[src/sv/m3a_pkg.sv]
// Shared types, constants and the determinant schedule of the 3x3 matrix unit.
`timescale 1ns / 1ps

package m3a_pkg;

    function automatic int imax(input int x, input int y);
        return (x > y) ? x : y;
    endfunction

    // Element format
    localparam int ELEM_WIDTH = 32;
    localparam int FRAC_BITS  = 16;
    localparam int FIELD_W    = 32;
    localparam int EW         = (ELEM_WIDTH < FIELD_W) ? ELEM_WIDTH : FIELD_W;
    localparam int WORD_W     = 2 * EW;

    // Matrix geometry
    localparam int NUM_ELEM = 9;
    localparam int ADDR_W   = $clog2(NUM_ELEM);
    localparam int POS_W    = 4;
    localparam int CMD_W    = 3;
    localparam int IDX_W    = 2;
    localparam logic [IDX_W-1:0] IDX_LAST = IDX_W'(2);
    localparam logic [POS_W-1:0] POS_DET  = '0;
    localparam logic [POS_W-1:0] POS_LAST = POS_W'(NUM_ELEM - 1);

    // Datapath widths: a 2x2 minor is MW bits wide and is fed to the
    // multiplier in two halves split at SPLIT (SPLIT >= FRAC_BITS keeps the
    // upper half free of any rounding).
    localparam int MW    = 2 * EW - FRAC_BITS + 1;
    localparam int SPLIT = imax(FRAC_BITS, MW / 2);
    localparam int MWX   = imax(MW, SPLIT + 1);
    localparam int MH_W  = MWX - SPLIT;
    localparam int YW    = imax(EW, imax(MH_W, SPLIT + 1));
    localparam int PW    = EW + YW;
    localparam int ACC_W = imax(PW + SPLIT - FRAC_BITS, EW + 1) + 2;

    // Saturation rails
    localparam logic [EW-1:0] EW_MAX = {1'b0, {(EW - 1){1'b1}}};
    localparam logic [EW-1:0] EW_MIN = {1'b1, {(EW - 1){1'b0}}};
    localparam logic [FIELD_W-1:0] SAT_HI = FIELD_W'($signed(EW_MAX));
    localparam logic [FIELD_W-1:0] SAT_LO = FIELD_W'($signed(EW_MIN));

    // Determinant schedule length
    localparam int DET_STEPS = 15;
    localparam int DSTEP_W   = $clog2(DET_STEPS);
    localparam logic [DSTEP_W-1:0] DSTEP_LAST = DSTEP_W'(DET_STEPS - 1);

    typedef enum logic [CMD_W-1:0] {
        CMD_ADD,
        CMD_SUB,
        CMD_SCALE,
        CMD_PROD,
        CMD_DET
    } t_cmd;

    typedef enum logic [1:0] {
        SEQ_LOAD,
        SEQ_ELEM,
        SEQ_DET
    } t_seq_state;

    typedef enum logic [1:0] {
        MODE_MUL,
        MODE_ADD,
        MODE_SUB
    } t_mode;

    typedef enum logic [2:0] {
        Y_B,
        Y_A,
        Y_SCALAR,
        Y_MHI,
        Y_MLO
    } t_ysel;

    // One pipeline operation
    typedef struct packed {
        logic             valid;
        t_mode            mode;
        t_ysel            ysel;
        logic             neg;
        logic             minor;
        logic             first;
        logic             emit;
        logic             last;
        logic [POS_W-1:0] pos;
    } t_op;

    typedef struct packed {
        logic [ADDR_W-1:0] addr0;
        logic [ADDR_W-1:0] addr1;
        t_op               op;
    } t_det_entry;

    localparam t_op OP_IDLE = '{valid: 1'b0, mode: MODE_MUL, ysel: Y_B, neg: 1'b0,
                                minor: 1'b0, first: 1'b0, emit: 1'b0, last: 1'b0,
                                pos: '0};

    function automatic t_det_entry det_mk(input int a0, input int a1, input t_ysel ysel,
                                          input logic minor, input logic neg,
                                          input logic first, input logic emit);
        t_det_entry e;
        e.addr0    = ADDR_W'(a0);
        e.addr1    = ADDR_W'(a1);
        e.op       = OP_IDLE;
        e.op.valid = 1'b1;
        e.op.ysel  = ysel;
        e.op.minor = minor;
        e.op.neg   = neg;
        e.op.first = first;
        e.op.emit  = emit;
        e.op.last  = emit;
        e.op.pos   = POS_DET;
        return e;
    endfunction

    // Cofactor expansion along row 0. Each minor builds in the minor
    // accumulator, then one idle slot lets it settle before use.
    function automatic t_det_entry det_entry(input logic [DSTEP_W-1:0] step);
        t_det_entry e;
        e = '{addr0: '0, addr1: '0, op: OP_IDLE};
        unique case (step)
            4'd0:    e = det_mk(4, 8, Y_A,   1'b1, 1'b0, 1'b1, 1'b0);
            4'd1:    e = det_mk(5, 7, Y_A,   1'b1, 1'b1, 1'b0, 1'b0);
            4'd3:    e = det_mk(0, 0, Y_MHI, 1'b0, 1'b0, 1'b1, 1'b0);
            4'd4:    e = det_mk(0, 0, Y_MLO, 1'b0, 1'b0, 1'b0, 1'b0);
            4'd5:    e = det_mk(3, 8, Y_A,   1'b1, 1'b0, 1'b1, 1'b0);
            4'd6:    e = det_mk(5, 6, Y_A,   1'b1, 1'b1, 1'b0, 1'b0);
            4'd8:    e = det_mk(1, 0, Y_MHI, 1'b0, 1'b1, 1'b0, 1'b0);
            4'd9:    e = det_mk(1, 0, Y_MLO, 1'b0, 1'b1, 1'b0, 1'b0);
            4'd10:   e = det_mk(3, 7, Y_A,   1'b1, 1'b0, 1'b1, 1'b0);
            4'd11:   e = det_mk(4, 6, Y_A,   1'b1, 1'b1, 1'b0, 1'b0);
            4'd13:   e = det_mk(2, 0, Y_MHI, 1'b0, 1'b0, 1'b0, 1'b0);
            4'd14:   e = det_mk(2, 0, Y_MLO, 1'b0, 1'b0, 1'b0, 1'b1);
            default: e = '{addr0: '0, addr1: '0, op: OP_IDLE};
        endcase
        return e;
    endfunction

    function automatic logic [ADDR_W-1:0] mul3(input logic [IDX_W-1:0] x);
        return ADDR_W'({x, 1'b0}) + ADDR_W'(x);
    endfunction

endpackage

[src/sv/matrix3x3_arith_unit.sv]
// Words one to eight only load; after the ninth word is taken each result passes the store
//   read registers, the product register and the output register before it is valid.
// Throughput: one word per cycle while loading, then one operation per cycle on the shared
//   multiplier: 9, 27 or 15 per run; words and the pipeline both hold while a finished result
//   meets a blocked output.
// Reset: synchronous, active low; clears sequencer, counters and valid bits, not the store.
`timescale 1ns / 1ps

module matrix3x3_arith_unit (
    input  logic                         i_clk,
    input  logic                         i_rst_n,
    input  logic                         i_in_valid,
    output logic                         o_in_ready,
    input  logic [m3a_pkg::CMD_W-1:0]    i_cmd,
    input  logic [m3a_pkg::FIELD_W-1:0]  i_a_value,
    input  logic [m3a_pkg::FIELD_W-1:0]  i_b_value,
    input  logic [m3a_pkg::FIELD_W-1:0]  i_scalar,
    output logic                         o_out_valid,
    input  logic                         i_out_ready,
    output logic [m3a_pkg::FIELD_W-1:0]  o_value,
    output logic [m3a_pkg::POS_W-1:0]    o_position,
    output logic                         o_saturated,
    output logic                         o_last
);
    import m3a_pkg::*;

    // Sequencer to pipeline
    t_op               w_op;
    logic              w_advance;
    logic              w_start;
    // Store ports
    logic              w_wr_en;
    logic [ADDR_W-1:0] w_wr_addr;
    logic [WORD_W-1:0] w_wr_data;
    logic [ADDR_W-1:0] w_rd_addr0;
    logic [ADDR_W-1:0] w_rd_addr1;
    logic [WORD_W-1:0] w_rd_data0;
    logic [WORD_W-1:0] w_rd_data1;

    // Each accepted word drops its A and B elements into one store entry,
    // addressed by the load counter; elements are held at EW bits.
    assign w_wr_data = {i_a_value[EW-1:0], i_b_value[EW-1:0]};

    // The sequencer counts loads; on the ninth word it latches the command and
    // steps through the operation list for that command, one per cycle unless the pipeline holds. It
    // takes no word while a run is being issued or while the pipeline holds.
    m3a_seq u_seq (
        .i_clk      (i_clk),
        .i_rst_n    (i_rst_n),
        .i_in_valid (i_in_valid),
        .i_cmd      (i_cmd),
        .i_advance  (w_advance),
        .o_in_ready (o_in_ready),
        .o_wr_en    (w_wr_en),
        .o_wr_addr  (w_wr_addr),
        .o_start    (w_start),
        .o_rd_addr0 (w_rd_addr0),
        .o_rd_addr1 (w_rd_addr1),
        .o_op       (w_op)
    );

    // Port 0 always supplies the A operand; port 1 supplies the B element, or a
    // second A element for the determinant minors. The last load and the first
    // read of a run fall on different edges, so no forwarding is needed.
    m3a_store u_store (
        .i_clk      (i_clk),
        .i_wr_en    (w_wr_en),
        .i_wr_addr  (w_wr_addr),
        .i_wr_data  (w_wr_data),
        .i_rd_en    (w_advance),
        .i_rd_addr0 (w_rd_addr0),
        .i_rd_addr1 (w_rd_addr1),
        .o_rd_data0 (w_rd_data0),
        .o_rd_data1 (w_rd_data1)
    );

    // Read, multiply, accumulate. The whole pipeline holds only when a
    // finished element meets a full output register that is not being taken.
    // Determinant minors build in a second accumulator and feed back into the
    // multiplier as an upper and a lower half.
    m3a_mac u_mac (
        .i_clk         (i_clk),
        .i_rst_n       (i_rst_n),
        .i_op          (w_op),
        .i_rd_data0    (w_rd_data0),
        .i_rd_data1    (w_rd_data1),
        .i_scalar_load (w_start),
        .i_scalar      (i_scalar),
        .i_out_ready   (i_out_ready),
        .o_advance     (w_advance),
        .o_out_valid   (o_out_valid),
        .o_value       (o_value),
        .o_position    (o_position),
        .o_saturated   (o_saturated),
        .o_last        (o_last)
    );

`ifndef NO_ASSERTIONS
    // A stall only ever comes from a blocked output register.
    a_stall_cause: assert property (@(posedge i_clk) disable iff (!i_rst_n)
        !w_advance |-> (o_out_valid && !i_out_ready))
        else $error("pipeline held without a blocked output word");

    // No operation is issued while words are being loaded.
    a_issue_vs_load: assert property (@(posedge i_clk) disable iff (!i_rst_n)
        w_op.valid |-> !o_in_ready)
        else $error("operation issued while accepting words");

    // A clipped value sits on one of the two rails.
    a_sat_rail: assert property (@(posedge i_clk) disable iff (!i_rst_n)
        (o_out_valid && o_saturated) |-> (o_value == SAT_HI || o_value == SAT_LO))
        else $error("saturated word off the rails");

    // The final word of a run is either element eight or the determinant.
    a_last_pos: assert property (@(posedge i_clk) disable iff (!i_rst_n)
        (o_out_valid && o_last) |-> (o_position == POS_LAST || o_position == POS_DET))
        else $error("last flag on an unexpected position");
`endif

endmodule

[src/sv/m3a_store.sv]
// Element store: nine {A, B} words, one write port, two registered read ports.
`timescale 1ns / 1ps

module m3a_store (
    input  logic                        i_clk,
    input  logic                        i_wr_en,
    input  logic [m3a_pkg::ADDR_W-1:0]  i_wr_addr,
    input  logic [m3a_pkg::WORD_W-1:0]  i_wr_data,
    input  logic                        i_rd_en,
    input  logic [m3a_pkg::ADDR_W-1:0]  i_rd_addr0,
    input  logic [m3a_pkg::ADDR_W-1:0]  i_rd_addr1,
    output logic [m3a_pkg::WORD_W-1:0]  o_rd_data0,
    output logic [m3a_pkg::WORD_W-1:0]  o_rd_data1
);
    import m3a_pkg::*;

    logic [WORD_W-1:0] r_mem [NUM_ELEM];
    logic [WORD_W-1:0] r_rd0;
    logic [WORD_W-1:0] r_rd1;

    always_ff @(posedge i_clk) begin
        if (i_wr_en) begin
            r_mem[i_wr_addr] <= i_wr_data;
        end
    end

    // hold read data while the pipeline is stalled
    always_ff @(posedge i_clk) begin
        if (i_rd_en) begin
            r_rd0 <= r_mem[i_rd_addr0];
            r_rd1 <= r_mem[i_rd_addr1];
        end
    end

    assign o_rd_data0 = r_rd0;
    assign o_rd_data1 = r_rd1;

endmodule

[src/sv/m3a_seq.sv]
// Sequencer: load counting and issue of read-multiply-accumulate operations.
`timescale 1ns / 1ps

module m3a_seq (
    input  logic                        i_clk,
    input  logic                        i_rst_n,
    input  logic                        i_in_valid,
    input  logic [m3a_pkg::CMD_W-1:0]   i_cmd,
    input  logic                        i_advance,
    output logic                        o_in_ready,
    output logic                        o_wr_en,
    output logic [m3a_pkg::ADDR_W-1:0]  o_wr_addr,
    output logic                        o_start,
    output logic [m3a_pkg::ADDR_W-1:0]  o_rd_addr0,
    output logic [m3a_pkg::ADDR_W-1:0]  o_rd_addr1,
    output m3a_pkg::t_op                o_op
);
    import m3a_pkg::*;

    t_seq_state         r_state;
    t_seq_state         n_state;
    t_cmd               r_cmd;
    logic [ADDR_W-1:0]  r_load_cnt;
    logic [IDX_W-1:0]   r_row;
    logic [IDX_W-1:0]   r_col;
    logic [IDX_W-1:0]   r_k;
    logic [DSTEP_W-1:0] r_step;
    logic               w_accept;
    logic               w_ninth;
    logic               w_k_last;
    logic [ADDR_W-1:0]  w_elem;
    t_det_entry         w_det;

    assign w_accept = i_in_valid && o_in_ready;
    assign w_ninth  = (r_load_cnt == ADDR_W'(NUM_ELEM - 1));
    assign w_k_last = (r_cmd == CMD_PROD) ? (r_k == IDX_LAST) : 1'b1;
    assign w_elem   = mul3(r_row) + ADDR_W'(r_col);
    assign w_det    = det_entry(r_step);

    assign o_wr_en   = w_accept;
    assign o_wr_addr = r_load_cnt;
    assign o_start   = w_accept && w_ninth;

    always_comb begin
        n_state = r_state;
        unique case (r_state)
            SEQ_LOAD: begin
                if (w_accept && w_ninth) begin
                    unique case (t_cmd'(i_cmd))
                        CMD_ADD, CMD_SUB, CMD_SCALE, CMD_PROD: n_state = SEQ_ELEM;
                        CMD_DET: n_state = SEQ_DET;
                        default: n_state = SEQ_LOAD;
                    endcase
                end
            end
            SEQ_ELEM: begin
                if (i_advance && w_k_last && (r_row == IDX_LAST) && (r_col == IDX_LAST)) begin
                    n_state = SEQ_LOAD;
                end
            end
            SEQ_DET: begin
                if (i_advance && (r_step == DSTEP_LAST)) begin
                    n_state = SEQ_LOAD;
                end
            end
            default: n_state = SEQ_LOAD;
        endcase
    end

    always_comb begin
        o_in_ready = 1'b0;
        o_rd_addr0 = w_elem;
        o_rd_addr1 = w_elem;
        o_op       = OP_IDLE;
        unique case (r_state)
            SEQ_LOAD: begin
                // take no word while the pipeline holds, so a waiting
                // operation keeps the scalar it was issued with
                o_in_ready = i_advance;
            end
            SEQ_ELEM: begin
                if (r_cmd == CMD_PROD) begin
                    o_rd_addr0 = mul3(r_row) + ADDR_W'(r_k);
                    o_rd_addr1 = mul3(r_k) + ADDR_W'(r_col);
                end
                o_op.valid = 1'b1;
                unique case (r_cmd)
                    CMD_ADD: o_op.mode = MODE_ADD;
                    CMD_SUB: o_op.mode = MODE_SUB;
                    default: o_op.mode = MODE_MUL;
                endcase
                o_op.ysel  = (r_cmd == CMD_SCALE) ? Y_SCALAR : Y_B;
                o_op.first = (r_k == '0);
                o_op.emit  = w_k_last;
                o_op.last  = w_k_last && (r_row == IDX_LAST) && (r_col == IDX_LAST);
                o_op.pos   = POS_W'(w_elem);
            end
            SEQ_DET: begin
                o_rd_addr0 = w_det.addr0;
                o_rd_addr1 = w_det.addr1;
                o_op       = w_det.op;
            end
            default: o_op = OP_IDLE;
        endcase
    end

    always_ff @(posedge i_clk) begin
        if (!i_rst_n) begin
            r_state    <= SEQ_LOAD;
            r_cmd      <= CMD_ADD;
            r_load_cnt <= '0;
            r_row      <= '0;
            r_col      <= '0;
            r_k        <= '0;
            r_step     <= '0;
        end else begin
            r_state <= n_state;
            if (w_accept) begin
                if (w_ninth) begin
                    r_load_cnt <= '0;
                    r_cmd      <= t_cmd'(i_cmd);
                    r_row      <= '0;
                    r_col      <= '0;
                    r_k        <= '0;
                    r_step     <= '0;
                end else begin
                    r_load_cnt <= r_load_cnt + 1'b1;
                end
            end
            if (i_advance && (r_state == SEQ_ELEM)) begin
                if (w_k_last) begin
                    r_k <= '0;
                    if (r_col == IDX_LAST) begin
                        r_col <= '0;
                        r_row <= r_row + 1'b1;
                    end else begin
                        r_col <= r_col + 1'b1;
                    end
                end else begin
                    r_k <= r_k + 1'b1;
                end
            end
            if (i_advance && (r_state == SEQ_DET)) begin
                r_step <= r_step + 1'b1;
            end
        end
    end

endmodule

[src/sv/m3a_mac.sv]
// Shared multiplier, accumulators, saturation and output register.
`timescale 1ns / 1ps

module m3a_mac (
    input  logic                         i_clk,
    input  logic                         i_rst_n,
    input  m3a_pkg::t_op                 i_op,
    input  logic [m3a_pkg::WORD_W-1:0]   i_rd_data0,
    input  logic [m3a_pkg::WORD_W-1:0]   i_rd_data1,
    input  logic                         i_scalar_load,
    input  logic [m3a_pkg::FIELD_W-1:0]  i_scalar,
    input  logic                         i_out_ready,
    output logic                         o_advance,
    output logic                         o_out_valid,
    output logic [m3a_pkg::FIELD_W-1:0]  o_value,
    output logic [m3a_pkg::POS_W-1:0]    o_position,
    output logic                         o_saturated,
    output logic                         o_last
);
    import m3a_pkg::*;

    t_op                      r_s1_op;
    t_op                      r_s2_op;
    logic [EW-1:0]            r_scalar;
    logic signed [PW-1:0]     r_prod;
    logic signed [ACC_W-1:0]  r_acc0;
    logic signed [MWX-1:0]    r_acc1;
    logic                     r_out_valid;
    logic [FIELD_W-1:0]       r_value;
    logic [POS_W-1:0]         r_position;
    logic                     r_saturated;
    logic                     r_last;

    logic signed [EW-1:0]     w_x;
    logic signed [EW-1:0]     w_a1;
    logic signed [EW-1:0]     w_b1;
    logic signed [YW-1:0]     w_y;
    logic signed [PW-1:0]     w_mul;
    logic signed [PW-1:0]     w_s2_next;
    logic signed [ACC_W-1:0]  w_prod_ext;
    logic signed [ACC_W-1:0]  w_term;
    logic signed [ACC_W-1:0]  w_base;
    logic signed [ACC_W-1:0]  w_acc_next;
    logic [ACC_W-EW:0]        w_hi;
    logic                     w_fits;
    logic [EW-1:0]            w_clip;
    logic                     w_emit;

    assign w_emit    = r_s2_op.valid && r_s2_op.emit;
    assign o_advance = !(w_emit && r_out_valid && !i_out_ready);

    // operand selection and the one multiplier
    assign w_x  = $signed(i_rd_data0[WORD_W-1:EW]);
    assign w_a1 = $signed(i_rd_data1[WORD_W-1:EW]);
    assign w_b1 = $signed(i_rd_data1[EW-1:0]);

    always_comb begin
        unique case (r_s1_op.ysel)
            Y_B:      w_y = YW'(w_b1);
            Y_A:      w_y = YW'(w_a1);
            Y_SCALAR: w_y = YW'($signed(r_scalar));
            Y_MHI:    w_y = YW'($signed(r_acc1[MWX-1:SPLIT]));
            Y_MLO:    w_y = YW'({1'b0, r_acc1[SPLIT-1:0]});
            default:  w_y = YW'(w_b1);
        endcase
    end

    assign w_mul = w_x * w_y;

    always_comb begin
        unique case (r_s1_op.mode)
            MODE_ADD: w_s2_next = PW'(w_x) + PW'(w_b1);
            MODE_SUB: w_s2_next = PW'(w_x) - PW'(w_b1);
            default:  w_s2_next = w_mul;
        endcase
    end

    // rescale the product and accumulate
    assign w_prod_ext = ACC_W'(r_prod);

    always_comb begin
        priority if (r_s2_op.mode != MODE_MUL) begin
            w_term = w_prod_ext;
        end else if (r_s2_op.ysel == Y_MHI) begin
            w_term = w_prod_ext <<< (SPLIT - FRAC_BITS);
        end else begin
            w_term = w_prod_ext >>> FRAC_BITS;
        end
        priority if (r_s2_op.first) begin
            w_base = '0;
        end else if (r_s2_op.minor) begin
            w_base = ACC_W'(r_acc1);
        end else begin
            w_base = r_acc0;
        end
        w_acc_next = r_s2_op.neg ? (w_base - w_term) : (w_base + w_term);
    end

    // clip to the element range
    assign w_hi   = w_acc_next[ACC_W-1:EW-1];
    assign w_fits = (&w_hi) || !(|w_hi);
    assign w_clip = w_fits ? w_acc_next[EW-1:0] : (w_acc_next[ACC_W-1] ? EW_MIN : EW_MAX);

    always_ff @(posedge i_clk) begin
        if (!i_rst_n) begin
            r_s1_op     <= OP_IDLE;
            r_s2_op     <= OP_IDLE;
            r_out_valid <= 1'b0;
        end else begin
            if (o_advance) begin
                r_s1_op <= i_op;
                r_s2_op <= r_s1_op;
            end
            if (o_advance && w_emit) begin
                r_out_valid <= 1'b1;
            end else if (i_out_ready) begin
                r_out_valid <= 1'b0;
            end
        end
    end

    always_ff @(posedge i_clk) begin
        if (i_scalar_load) begin
            r_scalar <= i_scalar[EW-1:0];
        end
        if (o_advance) begin
            r_prod <= w_s2_next;
        end
        if (o_advance && r_s2_op.valid) begin
            if (r_s2_op.minor) begin
                r_acc1 <= MWX'(w_acc_next);
            end else begin
                r_acc0 <= w_acc_next;
            end
        end
        if (o_advance && w_emit) begin
            r_value     <= FIELD_W'($signed(w_clip));
            r_position  <= r_s2_op.pos;
            r_saturated <= !w_fits;
            r_last      <= r_s2_op.last;
        end
    end

    assign o_out_valid = r_out_valid;
    assign o_value     = r_value;
    assign o_position  = r_position;
    assign o_saturated = r_saturated;
    assign o_last      = r_last;

endmodule
[config.mk]
export PLATFORM = sky130hd
export DESIGN_NAME = matrix3x3_arith_unit
export DESIGN_NICKNAME = d
export VERILOG_FILES = /design/src/sv/m3a_pkg.sv /design/src/sv/matrix3x3_arith_unit.sv /design/src/sv/m3a_store.sv /design/src/sv/m3a_seq.sv /design/src/sv/m3a_mac.sv
export SDC_FILE = /design/constraint.sdc
export NUM_CORES = 2
export LEC_CHECK = 0
export BUFFER_PORTS_ARGS = -buffer_cell sky130_fd_sc_hd__clkbuf_2
export CELL_PAD_IN_SITES_DETAIL_PLACEMENT = 0
export CELL_PAD_IN_SITES_GLOBAL_PLACEMENT = 2
export CORE_MARGIN = 1.5
export CORE_UTILIZATION = 47
export DETAILED_ROUTE_END_ITERATION = 10
export GPL_ROUTABILITY_DRIVEN = 0
export GPL_TIMING_DRIVEN = 0
export PLACE_DENSITY = 0.89
export SYNTH_ARGS = -nofsm -noshare
export SYNTH_HDL_FRONTEND = slang
export SYNTH_SLANG_ARGS = --single-unit
[constraint.sdc]
create_clock -name i_clk -period 20.6 [get_ports i_clk]
set_input_delay 2.06 -clock i_clk [delete_from_list [all_inputs] [get_ports i_clk]]
set_output_delay 2.06 -clock i_clk [all_outputs]
set_load 0.02 [all_outputs]
# Word level (Yosys, flattened, before mapping)
# Memory sizes are Yosys's and may differ from the RTL's. A register that Yosys moved wholly into a read port is not among the register bits.
# Cells that the tools add are included.
word_totals:
  register_bits: 307
  latchBits: 0
  ram_bits: 576
  mem_bits_ro: 256
  input_bits: 103
  output_inout_bits: 40
  word_cells: 166
  n_memories: 2
memory_table:
  columns: ["memory", "words", "width", "read_ports", "rd_clocked_by_memory_dff", "write_ports", "line_no", "rtl"]
  rows:
  - ["u_store.r_mem", 9, 64, 2, 2, 1, "m3a_store.sv:17", "logic [WORD_W-1:0] r_mem [NUM_ELEM];"]
  - ["(name not given)", 16, 16, 1, 1, 0, "m3a_pkg.sv:123", "unique case (step)"]
classes:
  add_sub_neg: 14
  multipliers: 1
  div_mod_pow: 0
  magnitude_cmp: 0
  eq_ne: 24
  shifts: 0
  muxes: 49
  bitwise_logic: 1
  reduce_logical: 41
op_table:
  columns: ["op", "count"]
  rows:
  - ["$mux 74", 3]
  - ["$mux 71", 2]
  - ["$pmux 32 s4", 1]
  - ["$pmux 64 s2", 1]
  - ["$add 74x72->74", 1]
  - ["$sub 74x72->74", 1]
  - ["$mul 32x32->64", 1]
  - ["$mux 32", 2]
  - ["$reduce_and 43->1", 1]
  - ["$reduce_or 43->1", 1]
  - ["$mux 2", 19]
  - ["$add 32x32->33", 1]
  - ["$sub 32x32->33", 1]
  - ["$mux 4", 8]
  - ["$eq 3x2->1 const B", 7]
  - ["$pmux 4 s2", 2]
  - ["$logic_and 1x1->1", 15]
  - ["$pmux 7 s2", 1]
  - ["$add 4x2->4", 3]
  - ["$pmux 6 s2", 1]
  - ["$reduce_bool 2->1", 6]
  - ["$eq 2x2->1 const B", 5]
  - ["$reduce_and 2->1", 5]
  - ["$eq 3x1->1 const B", 3]
  - ["other kinds (17)", 39]

# Logic depth before layout (Yosys ltp)
depth:
  ltp_word: 10
  mapped_depth: 36
  mapped_depth_nobuf: 32

# By module
# Synthesis repeated with hierarchy kept, for this count alone.
unflattened:
  hier_cells: 8997
  hier_area_um2: 94773.4
by_module_without_submodules:
  columns: ["module", "instances", "cells_per_inst", "area_each_um2"]
  rows:
  - ["m3a_mac", 1, 6833, 60803.3]
  - ["m3a_store", 1, 1889, 31582.8]
  - ["m3a_seq", 1, 275, 2387.3]

# Least setup slack after synthesis
# No wires, ideal clock.
synth_timing:
  kind: "input to register"
  startpoint: "input port i_out_ready"
  endpoint: "register u_mac.r_acc0[0], enable pin"
  arrival_ps: 10643
  required_ps: 20094
  path_slack_ps: 9450
  path_stages: 7
  path_buffers: 2
  cell_sequence: "nand2b_1 -> nor2_1 -> inv_1 -> clkbuf_1 -> buf_1 -> nand2_1 -> nor2_1"
synth_via:
  elab_chain_cells: 5
synth_rtl:
  columns: ["element", "line_no", "rtl"]
  rows:
  - ["start: declaration", "matrix3x3_arith_unit.sv:19", "input logic i_out_ready,"]
  - ["$logic_not 1->1", "m3a_mac.sv:50", "assign o_advance = !(w_emit && r_out_valid && !i_out_ready);"]
  - ["$logic_and 1x1->1", "m3a_mac.sv:50", null]
  - ["$logic_not 1->1", "m3a_mac.sv:50", null]
  - ["$logic_and 1x1->1", "m3a_mac.sv:129", "if (o_advance && r_s2_op.valid) begin"]
  - ["$reduce_and 2->1 (no line)", null, null]
  - ["end signal: assignment", "m3a_mac.sv:133", "r_acc0 <= w_acc_next;"]
  - ["end: declaration", "m3a_mac.sv:26", "logic signed [ACC_W-1:0] r_acc0;"]
# Every way passes these cells.
# A chain may end at the register's enable or synchronous reset.

# Worst setup path after layout
layout_timing:
  startpoint: "register u_mac.r_s1_op[10] (netlist name)"
  endpoint: "register u_mac.r_prod[63], data pin"
layout_via:
  elab_chain_cells: 4
  elab_cells_between_ends: 7
  classes_between: "mul: 1; eq/ne: 4; mux: 2"
layout_rtl:
  columns: ["element", "line_no", "rtl"]
  rows:
  - ["start: declaration", "m3a_mac.sv:22", "t_op r_s1_op;"]
  - ["start signal: assignment", "m3a_mac.sv:111", "r_s1_op <= i_op;"]
  - ["$eq 3x3->1, or another cell as far along", "m3a_mac.sv:58", "unique case (r_s1_op.ysel)"]
  - ["$pmux 32 s4 (*)", "m3a_mac.sv:58", null]
  - ["$mul 32x32->64 (*)", "m3a_mac.sv:68", "assign w_mul = w_x * w_y;"]
  - ["$pmux 64 s2 (*)", "m3a_mac.sv:71", "unique case (r_s1_op.mode)"]
  - ["named net u_mac.w_s2_next[63]", "m3a_mac.sv:39", "logic signed [PW-1:0] w_s2_next;"]
  - ["end signal: assignment", "m3a_mac.sv:127", "r_prod <= w_s2_next;"]
  - ["end: declaration", "m3a_mac.sv:25", "logic signed [PW-1:0] r_prod;"]
# The timed path passes the listed nets; every way through them passes the cells marked *.

==> flow_summary.yaml <==
detailed_routing:
  first_iter_violations: 8638
  drc: 0
  routedWlPerCell_um: 28.9
  antenna_left: 0
  vias: 71400
  viasPerCell: 6.02
  dr.pass1.iters: 8
  wl_mm: 343
cts:
  clock_sinks: 993
  cts_buffer_depth: 3
  clock-root-buffer: "clkbuf_16"
  cts_resized: 0
  tritoncts: "yes"
  path_clk_slew_ns: 0.06
  htree_levels: 3
  clock_latency_ns: 0.76
  cts_buffers: 104
  postCtsSetupRepairBufs: 0
  hold_buffers: 0
synthesis:
  synth-seq-area-share_pct: 32.4
  ys_types: 116
  async_flop_share_pct: 0
  syn_avg_cell_area_um2: 10.0
  ys_ff_latch: 993
  synth_fp_nets: 10500
  yosys_warnings: 0
  netlist_instances: 8973
  ys.flop_type: "edfxtp_1"
  synth_edf_count: 929
  netlist_area_um2: 90000
placement:
  placed_cells: 11700
  hpwl_mm: 273
  io_buffers: 141
flow_run:
  max_cap_viol_count: 1
worst_setup_path:
  cp.required_ns: 20.94
  cp_slowest_cell: "nor3_1"
  startpoint_type: "register"
  path_max_fanout: 10
  cp.arrival_ns: 15.06
  critPathKind: "register to register"
  setup.worst_path.start: "u_mac.r_s1_op[10]"
  critPathBufInv: 7
  slowest_delay_ns: 0.96
  path_common_cell: "fa_1"
  crit_family: "simple AND/OR/NAND/NOR gates"
  rr_startpoint: "u_mac.r_s1_op[10]"
  endpoint_kind: "register"
timing:
  relSlewSlack_pct: -0.811
  skew_ns: 0.0719
  fmax_mhz: 67.9
  drv_slew: 11
  tightest_slew_ns: 1.51
  hold_slack_ns: 0.428
  final.period_utilization_pct: 71.5
  period_minus_slack_ns: 14.72
  finalSetupViolations: 0
  rsz0062_at_grt: "no"
  setup_tns_ns: 0
  hold_viol: 0
hold_path:
  worstHoldPathType: "register to register"
  hp-start: "u_mac.r_s2_op[4]"
die:
  die_w_um: 441
  initial_core_util_pct: 47.3
  die_area_um2: 194000
  die_y_um: 441
  io_pins: 143
  placementRows: 160
  core-area_um2: 190000
global_route:
  overflow: 0
  grt_usage_pct: 35.2
  grt_pass1_vias: 70600
  grt_pass1_wl_mm: 492
  grt_antenna_before_repair: 41
  grt_start_max_net_pins: 52
cells_and_area:
  final_core_util_pct: 51.6
  finalNonFillerCells: 11900
  drive_above_1_share_pct: 5.90
  fillers: 17400
  syn_to_final_growth_pct: 8.94
  final_nets: 10800
run_status:
  violations: "capacitance limit, slew limit"
  status: "finished with violations"
[path summary, 6_finish.rpt]
path                                    endpoint  slack, ns  cells past startpoint
worst max-delay path            u_mac.r_prod[63]       5.88                     32
worst min-delay path                u_mac.o_last       0.43                      0
worst max register to register  u_mac.r_prod[63]       5.88                     32
worst min register to register      u_mac.o_last       0.43                      0
[per-layer routing]
metal | wire (um) | global-route usage [%]
met1 | 132000 | 46.1
met2 | 151000 | 53.4
met3 | 35400 | 8.35
met4 | 24300 | 20.6
met5 | 183 | 0
[layout make-up]
class | instances | area, um^2 | area share [%]
Antenna cell | 19 | 47.5 | 0.0485
Timing Repair Buffer | 170 | 1270 | 1.30
Buffer | 533 | 2240 | 2.29
Inverter | 1097 | 4120 | 4.20
Sequential cell | 993 | 29200 | 29.8
Multi-Input combinational cell | 6350 | 54600 | 55.7
Clock buffer | 130 | 2740 | 2.80
Clock inverter | 62 | 727 | 0.741
Tap cell | 2511 | 3140 | 3.20
[through the flow]
step | worst slack, ns | area (um^2)
detailed placement | 6.77 | 94600
floorplan | 9.45 | 90000
CTS | 6.66 | 98000
global placement | 5.44 | 93900
finish | 5.88 | 98100
global route | 5.90 | 98000
[logic make-up after synthesis]
group,share of synthesized area [%]
buf+inv,7.07
fa+ha+maj,29.1
compound gates,10.2
mux,3.02
simple gates,16.3
xor+xnor,1.96
flops,32.4
[cells in the final DEF (no fill, tap or decap), types with 228 or more instances in the layout]
| cell | Yosys | routed |
|---|---|---|
| o21ai_0 | 313 | 310 |
| nand3_1 | 228 | 228 |
| inv_1 | 1095 | 1094 |
| edfxtp_1 | 929 | 929 |
| fa_1 | 1089 | 1088 |
| a21oi_1 | 380 | 378 |
| ha_1 | 350 | 350 |
| and2_1 | 523 | 523 |
| nand2_1 | 1478 | 1478 |
| clkbuf_1 | 446 | 469 |
| nor2_1 | 353 | 343 |
[registers in the layout, indices dropped and copies added (netlist names)]
name / flops
u_seq.r_row: 2
u_mac.o_position: 4
u_mac.r_acc0: 74
u_mac.o_saturated: 1
u_seq.r_cmd: 3
u_mac.r_s2_op: 15
u_seq.w_det: 14
u_store.o_rd_data1: 64
u_store.r_mem: 576
u_store.o_rd_data0: 32
u_seq.o_wr_addr: 4
u_seq.r_state: 2
u_mac.o_out_valid: 1
u_mac.r_acc1: 49
u_seq.r_step: 4
u_mac.r_scalar: 32
u_mac.o_last: 1
u_mac.o_value: 32
u_mac.r_s1_op: 15
u_seq.r_col: 2
u_mac.r_prod: 64
u_seq.r_k: 2
[synth_stat cells, drive strengths merged (12+ instances only)]
library cell / count / share of area (%)
nor3: 83 / 0.51
a22oi: 62 / 0.53
clkbuf: 449 / 1.9
a221oi: 14 / 0.14
nand2b: 78 / 0.54
o211ai: 21 / 0.18
nand3: 228 / 1.3
mux4: 64 / 1.6
or4: 16 / 0.13
nand3b: 12 / 0.10
ha: 350 / 4.9
a21oi: 384 / 2.2
inv: 1095 / 4.6
edfxtp: 929 / 31
nand4: 47 / 0.34
a31oi: 159 / 1.1
o21a: 25 / 0.21
a31o: 14 / 0.14
dfxtp: 64 / 1.4
xnor2: 127 / 1.3
nand2: 1480 / 6.2
nor2b: 30 / 0.21
and2: 525 / 3.7
a21o: 90 / 0.75
and4: 14 / 0.14
o21ai: 337 / 1.9
fa: 1089 / 24
nor2: 354 / 1.5
mux2i: 124 / 1.4
nor4: 39 / 0.30
buf: 82 / 0.57
o21bai: 33 / 0.28
a311oi: 77 / 0.78
and3: 100 / 0.69
or3: 35 / 0.24
o31ai: 31 / 0.28
xor2: 73 / 0.71
a211oi: 35 / 0.30
or2: 19 / 0.13
Power is left out: the tool's default activity adds up to more than one toggle a clock period on the data nets, which glitch-free logic cannot reach.
